==> config.mk <==
export PLATFORM = sky130hd
export DESIGN_NAME = periodic_timer_bank_top
export DESIGN_NICKNAME = d
export VERILOG_FILES = /design/src/rtl/core/ptb_pkg.sv /design/src/rtl/core/ptb_chan_ram.sv /design/src/rtl/core/ptb_out_reg.sv /design/src/rtl/core/periodic_timer_bank_top.sv
export SDC_FILE = /design/constraint.sdc
export NUM_CORES = 1
export LEC_CHECK = 0
export BUFFER_PORTS_ARGS = -buffer_cell sky130_fd_sc_hd__buf_2
export CAP_MARGIN = 20
export CORE_AREA = 2 2 363 293
export DETAILED_ROUTE_END_ITERATION = 10
export DIE_AREA = 0 0 365 295
export PLACE_DENSITY_LB_ADDON = 0.08
export SLEW_MARGIN = 0
export SYNTH_ARGS = -nofsm -noshare
export SYNTH_HDL_FRONTEND = slang
export SYNTH_SLANG_ARGS = --single-unit
==> constraint.sdc <==
create_clock -name clk_i -period 11.5 [get_ports clk_i]
set_clock_uncertainty 0.2 [all_clocks]
set_input_delay 1.725 -clock clk_i [delete_from_list [all_inputs] [get_ports clk_i]]
set_output_delay 1.725 -clock clk_i [all_outputs]
set_load 0.005 [all_outputs]
==> src/rtl/core/ptb_pkg.sv <==
package ptb_pkg;

  // Number of timer channels held in the bank.
  localparam int NUM_CHANNELS = 16;

  // Channel index and scan counter widths follow from the channel count.
  localparam int CH_W  = (NUM_CHANNELS > 1) ? $clog2(NUM_CHANNELS) : 1;
  localparam int CNT_W = $clog2(NUM_CHANNELS + 1);

  // Fixed field widths of the stream items.
  localparam int ID_W   = 4;
  localparam int TIME_W = 16;
  localparam int PAY_W  = 16;
  localparam int REQ_W  = 3;

  // Request codes carried in the input tuser.
  typedef enum logic [REQ_W-1:0] {
    REQ_TICK          = 3'd0,
    REQ_SCAN          = 3'd1,
    REQ_SET           = 3'd2,
    REQ_SET_IF_ACTIVE = 3'd3,
    REQ_CANCEL        = 3'd4,
    REQ_QUERY         = 3'd5
  } req_e;

  // Response kinds carried in the output tuser.
  typedef enum logic {
    RESP_FIRED = 1'b0,
    RESP_QUERY = 1'b1
  } resp_e;

  // One channel entry of the state memory.
  typedef struct packed {
    logic [TIME_W-1:0] period;
    logic [TIME_W-1:0] start;
    logic [PAY_W-1:0]  payload;
  } entry_t;

  // Access request from the sequencer to the channel memory.
  typedef struct packed {
    logic            rd_en;
    logic [CH_W-1:0] rd_addr;
    logic            wr_en;
    logic [CH_W-1:0] wr_addr;
    entry_t          wr_data;
  } ram_req_t;

  // One result item.
  typedef struct packed {
    resp_e            kind;
    logic [ID_W-1:0]  id;
    logic [PAY_W-1:0] payload;
    logic             active;
    logic             last;
  } resp_t;

endpackage

==> src/rtl/core/ptb_chan_ram.sv <==
module ptb_chan_ram (
  input  logic              clk_i,
  input  logic              rst_ni,
  input  ptb_pkg::ram_req_t req_i,
  output ptb_pkg::entry_t   rd_data_o
);

  ptb_pkg::entry_t                      mem_q [ptb_pkg::NUM_CHANNELS];
  logic [ptb_pkg::NUM_CHANNELS-1:0]     written_q;
  ptb_pkg::entry_t                      rd_data_q;
  logic                                 rd_written_q;

  // Synchronous write and registered read of the channel entries.
  always_ff @(posedge clk_i) begin
    if (req_i.wr_en) begin
      mem_q[req_i.wr_addr] <= req_i.wr_data;
    end
    if (req_i.rd_en) begin
      rd_data_q <= mem_q[req_i.rd_addr];
    end
  end

  // Per-entry written flags stand in for the cleared period table at reset.
  always_ff @(posedge clk_i or negedge rst_ni) begin
    if (!rst_ni) begin
      written_q    <= '0;
      rd_written_q <= 1'b0;
    end else begin
      if (req_i.wr_en) begin
        written_q[req_i.wr_addr] <= 1'b1;
      end
      if (req_i.rd_en) begin
        rd_written_q <= written_q[req_i.rd_addr];
      end
    end
  end

  // An entry never written reads as an inactive channel.
  always_comb begin
    rd_data_o = rd_data_q;
    if (!rd_written_q) begin
      rd_data_o.period = '0;
    end
  end

endmodule

==> src/rtl/core/ptb_out_reg.sv <==
module ptb_out_reg (
  input  logic                clk_i,
  input  logic                rst_ni,
  input  logic                push_i,
  input  ptb_pkg::resp_t      data_i,
  output logic                free_o,
  output logic                m_axis_tvalid,
  input  logic                m_axis_tready,
  output logic [23:0]         m_axis_tdata,  // [3:0] fired_id, [19:4] fired_payload,
                                             // [20] is_active, [23:21] zero
  output logic                m_axis_tuser,  // [0] resp_kind
  output logic                m_axis_tlast   // last
);

  logic           vld_q;
  logic           vld_d;
  ptb_pkg::resp_t data_q;

  // The register may be loaded whenever it is empty or being drained.
  assign free_o = !vld_q || m_axis_tready;

  always_comb begin
    vld_d = vld_q;
    if (push_i) begin
      vld_d = 1'b1;
    end else if (m_axis_tready) begin
      vld_d = 1'b0;
    end
  end

  always_ff @(posedge clk_i or negedge rst_ni) begin
    if (!rst_ni) begin
      vld_q <= 1'b0;
    end else begin
      vld_q <= vld_d;
    end
  end

  always_ff @(posedge clk_i) begin
    if (push_i) begin
      data_q <= data_i;
    end
  end

  // Pack the held result onto the stream.
  assign m_axis_tvalid = vld_q;
  assign m_axis_tdata  = {3'b000, data_q.active, data_q.payload, data_q.id};
  assign m_axis_tuser  = data_q.kind;
  assign m_axis_tlast  = data_q.last;

endmodule

==> src/rtl/core/periodic_timer_bank_top.sv <==
// Bank of channel timers kept against a 16-bit tick count that tick requests advance.
// The input stream carries requests: tuser selects tick, scan, set,
// set-if-active, cancel or query; tdata holds the channel, period and payload.
// The output stream carries fired events and query answers; tlast marks the
// final result of a request.
// Tick is taken when it is accepted. Set, set-if-active and cancel read the
// channel entry in the accept cycle and write it back from the OP state.
// A query answer is loaded from the OP state once the output register is free;
// it is offered in the same cycle in which the block can take its next request.
// A scan reads one channel entry per cycle from the channel memory while the
// receiver keeps up, writing back a firing channel in the same cycle.
// Each fired event is held back one step so that the last one can carry tlast.
// The block takes one request at a time; tready is high only while idle.
// When the receiver stalls, the result waits in the output register and the
// scan pauses at the channel that needs to hand on an event.
// Reset clears the tick count and marks every channel inactive at once; the
// block is ready in the first cycle after reset.
module periodic_timer_bank_top (
  input  logic        clk_i,
  input  logic        rst_ni,
  input  logic        s_axis_tvalid,
  output logic        s_axis_tready,
  input  logic [39:0] s_axis_tdata,  // [3:0] timer_id, [19:4] period,
                                     // [35:20] payload, [39:36] zero
  input  logic [2:0]  s_axis_tuser,  // [2:0] req_type
  output logic        m_axis_tvalid,
  input  logic        m_axis_tready,
  output logic [23:0] m_axis_tdata,  // [3:0] fired_id, [19:4] fired_payload,
                                     // [20] is_active, [23:21] zero
  output logic        m_axis_tuser,  // [0] resp_kind
  output logic        m_axis_tlast   // last
);

  localparam logic [1:0] ST_IDLE  = 2'd0;
  localparam logic [1:0] ST_OP    = 2'd1;
  localparam logic [1:0] ST_SCAN  = 2'd2;
  localparam logic [1:0] ST_FLUSH = 2'd3;

  logic [1:0] state_q, state_d;

  logic                            in_accept;
  ptb_pkg::req_e                   in_req;
  logic [ptb_pkg::ID_W-1:0]        in_id;
  logic [ptb_pkg::TIME_W-1:0]      in_per;
  logic [ptb_pkg::PAY_W-1:0]       in_pay;
  logic                            in_id_ok;

  ptb_pkg::req_e                   op_q;
  logic [ptb_pkg::ID_W-1:0]        op_id_q;
  logic                            op_ok_q;
  logic [ptb_pkg::TIME_W-1:0]      op_per_q;
  logic [ptb_pkg::PAY_W-1:0]       op_pay_q;

  logic [ptb_pkg::TIME_W-1:0]      now_q, now_d;
  logic [ptb_pkg::CNT_W-1:0]       rd_cnt_q, rd_cnt_d;
  logic                            ev_vld_q, ev_vld_d;
  logic [ptb_pkg::CH_W-1:0]        ev_idx_q, ev_idx_d;
  logic                            pend_vld_q, pend_vld_d;
  logic [ptb_pkg::CH_W-1:0]        pend_id_q, pend_id_d;
  logic [ptb_pkg::PAY_W-1:0]       pend_pay_q, pend_pay_d;

  ptb_pkg::ram_req_t               ram_req;
  ptb_pkg::entry_t                 rd_data;
  logic [ptb_pkg::TIME_W-1:0]      elapsed;
  logic                            fires;
  logic                            stall;
  logic                            push;
  ptb_pkg::resp_t                  push_data;
  logic                            out_free;

  // Unpack the request.
  assign s_axis_tready = (state_q == ST_IDLE);
  assign in_accept     = s_axis_tvalid && s_axis_tready;
  assign in_req        = ptb_pkg::req_e'(s_axis_tuser);
  assign in_id         = s_axis_tdata[3:0];
  assign in_per        = s_axis_tdata[19:4];
  assign in_pay        = s_axis_tdata[35:20];
  assign in_id_ok      = (32'(in_id) < ptb_pkg::NUM_CHANNELS);

  // Scan compare on the entry last read from the channel memory.
  assign elapsed = now_q - rd_data.start;
  assign fires   = ev_vld_q && (rd_data.period != '0) && (elapsed > rd_data.period);
  assign stall   = fires && pend_vld_q && !out_free;

  // Sequencer: advances the tick count, reads channel entries and writes modified entries back.
  always_comb begin
    state_d    = state_q;
    now_d      = now_q;
    rd_cnt_d   = rd_cnt_q;
    ev_vld_d   = ev_vld_q;
    ev_idx_d   = ev_idx_q;
    pend_vld_d = pend_vld_q;
    pend_id_d  = pend_id_q;
    pend_pay_d = pend_pay_q;
    ram_req    = '0;
    push       = 1'b0;
    push_data  = '0;

    case (state_q)
      ST_IDLE: begin
        if (in_accept) begin
          case (in_req)
            ptb_pkg::REQ_TICK: begin
              now_d = now_q + 1'b1;
            end
            ptb_pkg::REQ_SCAN: begin
              rd_cnt_d   = '0;
              ev_vld_d   = 1'b0;
              pend_vld_d = 1'b0;
              state_d    = ST_SCAN;
            end
            ptb_pkg::REQ_SET, ptb_pkg::REQ_SET_IF_ACTIVE, ptb_pkg::REQ_CANCEL: begin
              if (in_id_ok) begin
                ram_req.rd_en   = 1'b1;
                ram_req.rd_addr = ptb_pkg::CH_W'(in_id);
                state_d         = ST_OP;
              end
            end
            ptb_pkg::REQ_QUERY: begin
              ram_req.rd_en   = in_id_ok;
              ram_req.rd_addr = ptb_pkg::CH_W'(in_id);
              state_d         = ST_OP;
            end
            default: begin
            end
          endcase
        end
      end

      ST_OP: begin
        case (op_q)
          ptb_pkg::REQ_SET: begin
            ram_req.wr_en           = 1'b1;
            ram_req.wr_addr         = ptb_pkg::CH_W'(op_id_q);
            ram_req.wr_data.period  = op_per_q;
            ram_req.wr_data.start   = now_q;
            ram_req.wr_data.payload = op_pay_q;
            state_d                 = ST_IDLE;
          end
          ptb_pkg::REQ_SET_IF_ACTIVE: begin
            ram_req.wr_en           = (rd_data.period != '0);
            ram_req.wr_addr         = ptb_pkg::CH_W'(op_id_q);
            ram_req.wr_data.period  = ptb_pkg::TIME_W'(1);
            ram_req.wr_data.start   = rd_data.start;
            ram_req.wr_data.payload = op_pay_q;
            state_d                 = ST_IDLE;
          end
          ptb_pkg::REQ_CANCEL: begin
            ram_req.wr_en           = 1'b1;
            ram_req.wr_addr         = ptb_pkg::CH_W'(op_id_q);
            ram_req.wr_data.period  = '0;
            ram_req.wr_data.start   = rd_data.start;
            ram_req.wr_data.payload = rd_data.payload;
            state_d                 = ST_IDLE;
          end
          ptb_pkg::REQ_QUERY: begin
            // The answer waits here until the output register is free.
            if (out_free) begin
              push             = 1'b1;
              push_data.kind   = ptb_pkg::RESP_QUERY;
              push_data.id     = op_id_q;
              push_data.active = op_ok_q && (rd_data.period != '0);
              push_data.last   = 1'b1;
              state_d          = ST_IDLE;
            end
          end
          default: begin
            state_d = ST_IDLE;
          end
        endcase
      end

      ST_SCAN: begin
        if (!stall) begin
          // A firing channel reloads its start; the event before it goes out.
          if (fires) begin
            ram_req.wr_en           = 1'b1;
            ram_req.wr_addr         = ev_idx_q;
            ram_req.wr_data.period  = rd_data.period;
            ram_req.wr_data.start   = now_q;
            ram_req.wr_data.payload = rd_data.payload;
            if (pend_vld_q) begin
              push              = 1'b1;
              push_data.kind    = ptb_pkg::RESP_FIRED;
              push_data.id      = ptb_pkg::ID_W'(pend_id_q);
              push_data.payload = pend_pay_q;
            end
            pend_vld_d = 1'b1;
            pend_id_d  = ev_idx_q;
            pend_pay_d = rd_data.payload;
          end
          // Read the next channel while the current one is compared.
          if (rd_cnt_q < ptb_pkg::CNT_W'(ptb_pkg::NUM_CHANNELS)) begin
            ram_req.rd_en   = 1'b1;
            ram_req.rd_addr = rd_cnt_q[ptb_pkg::CH_W-1:0];
            ev_vld_d        = 1'b1;
            ev_idx_d        = rd_cnt_q[ptb_pkg::CH_W-1:0];
            rd_cnt_d        = rd_cnt_q + 1'b1;
          end else begin
            ev_vld_d = 1'b0;
            state_d  = ST_FLUSH;
          end
        end
      end

      ST_FLUSH: begin
        // The held event is the final one of the scan.
        if (!pend_vld_q) begin
          state_d = ST_IDLE;
        end else if (out_free) begin
          push              = 1'b1;
          push_data.kind    = ptb_pkg::RESP_FIRED;
          push_data.id      = ptb_pkg::ID_W'(pend_id_q);
          push_data.payload = pend_pay_q;
          push_data.last    = 1'b1;
          pend_vld_d        = 1'b0;
          state_d           = ST_IDLE;
        end
      end

      default: begin
        state_d = ST_IDLE;
      end
    endcase
  end

  // Control state.
  always_ff @(posedge clk_i or negedge rst_ni) begin
    if (!rst_ni) begin
      state_q    <= ST_IDLE;
      now_q      <= '0;
      rd_cnt_q   <= '0;
      ev_vld_q   <= 1'b0;
      pend_vld_q <= 1'b0;
    end else begin
      state_q    <= state_d;
      now_q      <= now_d;
      rd_cnt_q   <= rd_cnt_d;
      ev_vld_q   <= ev_vld_d;
      pend_vld_q <= pend_vld_d;
    end
  end

  // Request and pending event payload.
  always_ff @(posedge clk_i) begin
    if (in_accept) begin
      op_q     <= in_req;
      op_id_q  <= in_id;
      op_ok_q  <= in_id_ok;
      op_per_q <= in_per;
      op_pay_q <= in_pay;
    end
    ev_idx_q   <= ev_idx_d;
    pend_id_q  <= pend_id_d;
    pend_pay_q <= pend_pay_d;
  end

  ptb_chan_ram u_chan_ram (
    .clk_i     (clk_i),
    .rst_ni    (rst_ni),
    .req_i     (ram_req),
    .rd_data_o (rd_data)
  );

  ptb_out_reg u_out_reg (
    .clk_i         (clk_i),
    .rst_ni        (rst_ni),
    .push_i        (push),
    .data_i        (push_data),
    .free_o        (out_free),
    .m_axis_tvalid (m_axis_tvalid),
    .m_axis_tready (m_axis_tready),
    .m_axis_tdata  (m_axis_tdata),
    .m_axis_tuser  (m_axis_tuser),
    .m_axis_tlast  (m_axis_tlast)
  );

  // A result is only loaded when the output register can take it.
  assert property (@(posedge clk_i) disable iff (!rst_ni) push |-> out_free)
    else $error("result loaded into a full output register");

  // A held event exists only during a scan and its final flush.
  assert property (@(posedge clk_i) disable iff (!rst_ni)
    pend_vld_q |-> (state_q == ST_SCAN || state_q == ST_FLUSH))
    else $error("held event outside a scan");

  // The compare stage is only filled while scanning.
  assert property (@(posedge clk_i) disable iff (!rst_ni)
    ev_vld_q |-> (state_q == ST_SCAN))
    else $error("compare stage valid outside a scan");

  // Read and write in one cycle always address different channels.
  assert property (@(posedge clk_i) disable iff (!rst_ni)
    (ram_req.rd_en && ram_req.wr_en) |-> (ram_req.rd_addr != ram_req.wr_addr))
    else $error("read and write collide on one channel entry");

endmodule
==> metrics.cfg <==
[yosys]
synth-simple-area-share=0.03383
synthesis.area_um2=39240
synth_edf_count=902
yosys_warnings=0
synth.ff_latch_count=945
yosys-mux-area-fraction=0.1852
synth_top_family_by_area=multiplexers
synthXorXnorAreaFrac=0.006249
synthFlopType=edfxtp_1
async_reset_ff_frac=0.04550
synthCells=2273
synth_compound_area_frac=0.02783
ys_seq_area_frac=0.7176
synthAdderAreaFrac=0.01231
synth.avg_cell_area_um2=17.26
synth_cell_types=65

[critical_path]
startpoint=now_q[0]
rr_endpoint=u_chan_ram.mem_q[5][7]
worst-endpoint-required_ns=11.60
startpoint_type=flop
path_cells=inv_1 > ha_1 > fa_1 > nor2b_1 > o21ai_0 > a21boi_0 > o21ai_0 > a21boi_0 > o2111ai_1 > a31oi_1 > o211ai_1 > ha_1 > nand4_1 > or4_4 > a21o_1 > a311oi_2 > nand2_2 > clkinv_2 > a22oi_1 > or3b_1 > nor2_4 > buf_4
worst-r2r-setup-slack_ns=3.70
setup.worst_path.class=reg2reg
r2r_start=now_q[0]
crit_end=u_chan_ram.mem_q[5][7]
cp-end-kind=flop
crit_fanout=33
cp.arrival_ns=7.90
slowest_delay_ns=0.77
r2r_cells=22
slowest_stage=buf_4

[cells_and_area]
nets=2465
multi_input_area_um2=10600
regArea_um2=28160
final_common_cell=edfxtp_1
layout_common_cells=edfxtp_1, mux2i_1, clkbuf_16
fin_util=0.4274
antennaDiodeCount=0
fillers=9267
syn_to_final_growth_pct=13.25
stdcell_count=3861
final_layout_size_suffix_gt1_frac=0.1172

[routing]
route.detailed.drc=0
topRoutingLayerUsed=met4
ant_nets=0
avgRoutedWirePerCell_um=25.06
drt_iter0_markers=1267
wl_met3_um=4060
m1WireLength_um=47280
first_pass_iters=5
routed_wl_um=96770
viasPerCell=5.135
met2WireLength_um=43590
routed-via-count=19825

[grt]
grt-ovfl-total=0
antenna_found_initial=2
grt_first_pass_wirelength_um=139000
grt_max_degree=115
grt_usage=0.1802
grt_pass1_vias=19937

[clock_tree]
root_buffer=clkbuf_16
clk_pin_slew_worst_paths_ns=0.07
clockBufferDepth=3
clkSinkCount=945
numCtsBuffers=99
cts_max_level=3
cts_tree=yes
insertion_delay_ns=0.69
ctsHoldBuffers=0
cts_resized=0
cts_setup_buffers=0

[floorplanning]
die_y_um=295
ios=75
die-area_um2=107700
core_um2=104000
die_x_um=365
num_rows=106
initial_core_util=0.3774

[pwr]
p_per_area_nw_per_um2=191.6
p_total_mw=8.516
ir_drop_mv=0.1431
p_int_mw=6.216
clockPowerShare=0.359
p_switching_mw=2.300
pwr-share-seq=0.487
power_leakage_nw=13.50
comb_power_share=0.154
p_sw_frac=0.2701

[timing]
finalSetupTns_ns=0
maxSlewViolCount=0
slew_headroom=0.2607
setup-violations-final=0
period_minus_slack_ns=7.803
worst_pin_slew_ns=1.107
fmax_ghz=0.1282
hold_viol=0
fin_crit_sh=0.6785
rsz0062_at_grt=false

[job]
cap_violations=0

[place]
gp_congestion=0.7896
dp_cells=3680
dpl.hpwl_um=50920
io_buffer_count=67

[status]
status=complete, no violations

[min_path]
hold_path.class=reg2reg

-- registers in the layout, summed over array words and instances, names as in the netlist, 4 cells and up --
| register | count |
|---|---|
| u_chan_ram.mem_q | 768 |
| u_chan_ram.rd_data_o | 32 |
| u_out_reg.m_axis_tdata | 21 |
| now_q | 16 |
| op_pay_q | 16 |
| op_per_q | 16 |
| pend_pay_q | 16 |
| u_chan_ram.rd_data_q | 16 |
| u_chan_ram.written_q | 16 |
| rd_cnt_q | 5 |
| ev_idx_q | 4 |
| op_id_q | 4 |
| pend_id_q | 4 |
-- worst max-delay path, delay by kind of cell, from the launching register on --
kind	cells	cell delay [ns]
AO/OA/AOI/OAI	10	2.35
buffers and inverters	3	1.04
flip-flops	1	0.40
adder cells (fa/ha/maj)	3	0.95
AND/OR/NAND/NOR	6	2.44
-- layer usage --
layer / vias to the layer above / global-route usage
li1: 9062 / -
met1: 10265 / 0.2637
met2: 373 / 0.2799
met3: 125 / 0.03313
met4: 0 / 0.03995
met5: - / 0
-- cell usage after synthesis (all sizes together), types with 4 or more instances --
cell type	instances	area share
xor2	6	0.0013
nor2b	58	0.0092
o211ai	6	0.0013
a31oi	5	0.00080
edfxtp	902	0.69
mux2i	726	0.19
nor3	8	0.0010
o21a	4	0.00077
a22oi	52	0.0099
a22o	14	0.0031
a21o	5	0.00096
nand3b	5	0.00096
inv	30	0.0029
clkbuf	27	0.0026
a21boi	5	0.00096
buf	78	0.011
and2	25	0.0040
a21oi	12	0.0015
o21ai	21	0.0028
a211oi	7	0.0013
xnor2	22	0.0049
nor4	4	0.00064
nand4	7	0.0011
ha	37	0.012
nand3	17	0.0022
or3	4	0.00064
nand2	48	0.0047
or2	16	0.0026
dfrtp	43	0.027
nor2	45	0.0043
-- power groups by stage --
stage / sequential [mW] / combinational (mW) / clock [mW]
global route: 4.16 / 1.44 / 3.28
detailed placement: 4.21 / 1.33 / 0
CTS: 4.14 / 1.34 / 3.15
floorplan: 4.14 / 0.893 / 0
finish: 4.14 / 1.32 / 3.06
global placement: 4.21 / 1.31 / 0
-- cell families after synthesis --
family,after synthesis
other cells,1
xor+xnor,28
fa+ha+maj,38
mux,726
simple gates,250
flops,945
compound gates,150
buf+inv,135
-- stage by stage --
| step | instance area (µm²) | hold slack (ns) | worst slack, ns |
|---|---|---|---|
| after floorplan | 39250 | 0.2258 | 2.699 |
| after global placement | 41320 | 0.2395 | 3.750 |
| after detailed placement | 41340 | 0.2419 | 3.707 |
| after CTS | 44420 | 0.2573 | 3.664 |
| after global routing | 44440 | 0.2735 | 3.191 |
| final | 44440 | 0.2527 | 3.697 |
-- how the worst min path moves through the flow --
stage,from,endpoint,slack [ns],cells after the start
floorplan,u_chan_ram.written_q[6],u_chan_ram.written_q[6],0.23,1
global placement,u_chan_ram.written_q[6],u_chan_ram.written_q[6],0.24,1
detailed placement,u_chan_ram.rd_data_o[4],pend_pay_q[4],0.24,0
CTS,u_chan_ram.rd_data_o[4],pend_pay_q[4],0.26,0
global route,u_chan_ram.rd_data_o[4],pend_pay_q[4],0.27,0
finish,u_chan_ram.rd_data_o[4],pend_pay_q[4],0.25,0
-- cell type report --
cell class | count | area share
clock buffers | 115 | 0.05780
clock inverters | 63 | 0.01149
flip-flops and latches | 945 | 0.6337
inverters | 30 | 0.002562
multi-input cells | 1195 | 0.2386
repair buffers | 109 | 0.01633
well taps | 1404 | 0.03953
No activity file was read; power rests on OpenSTA's default activity.
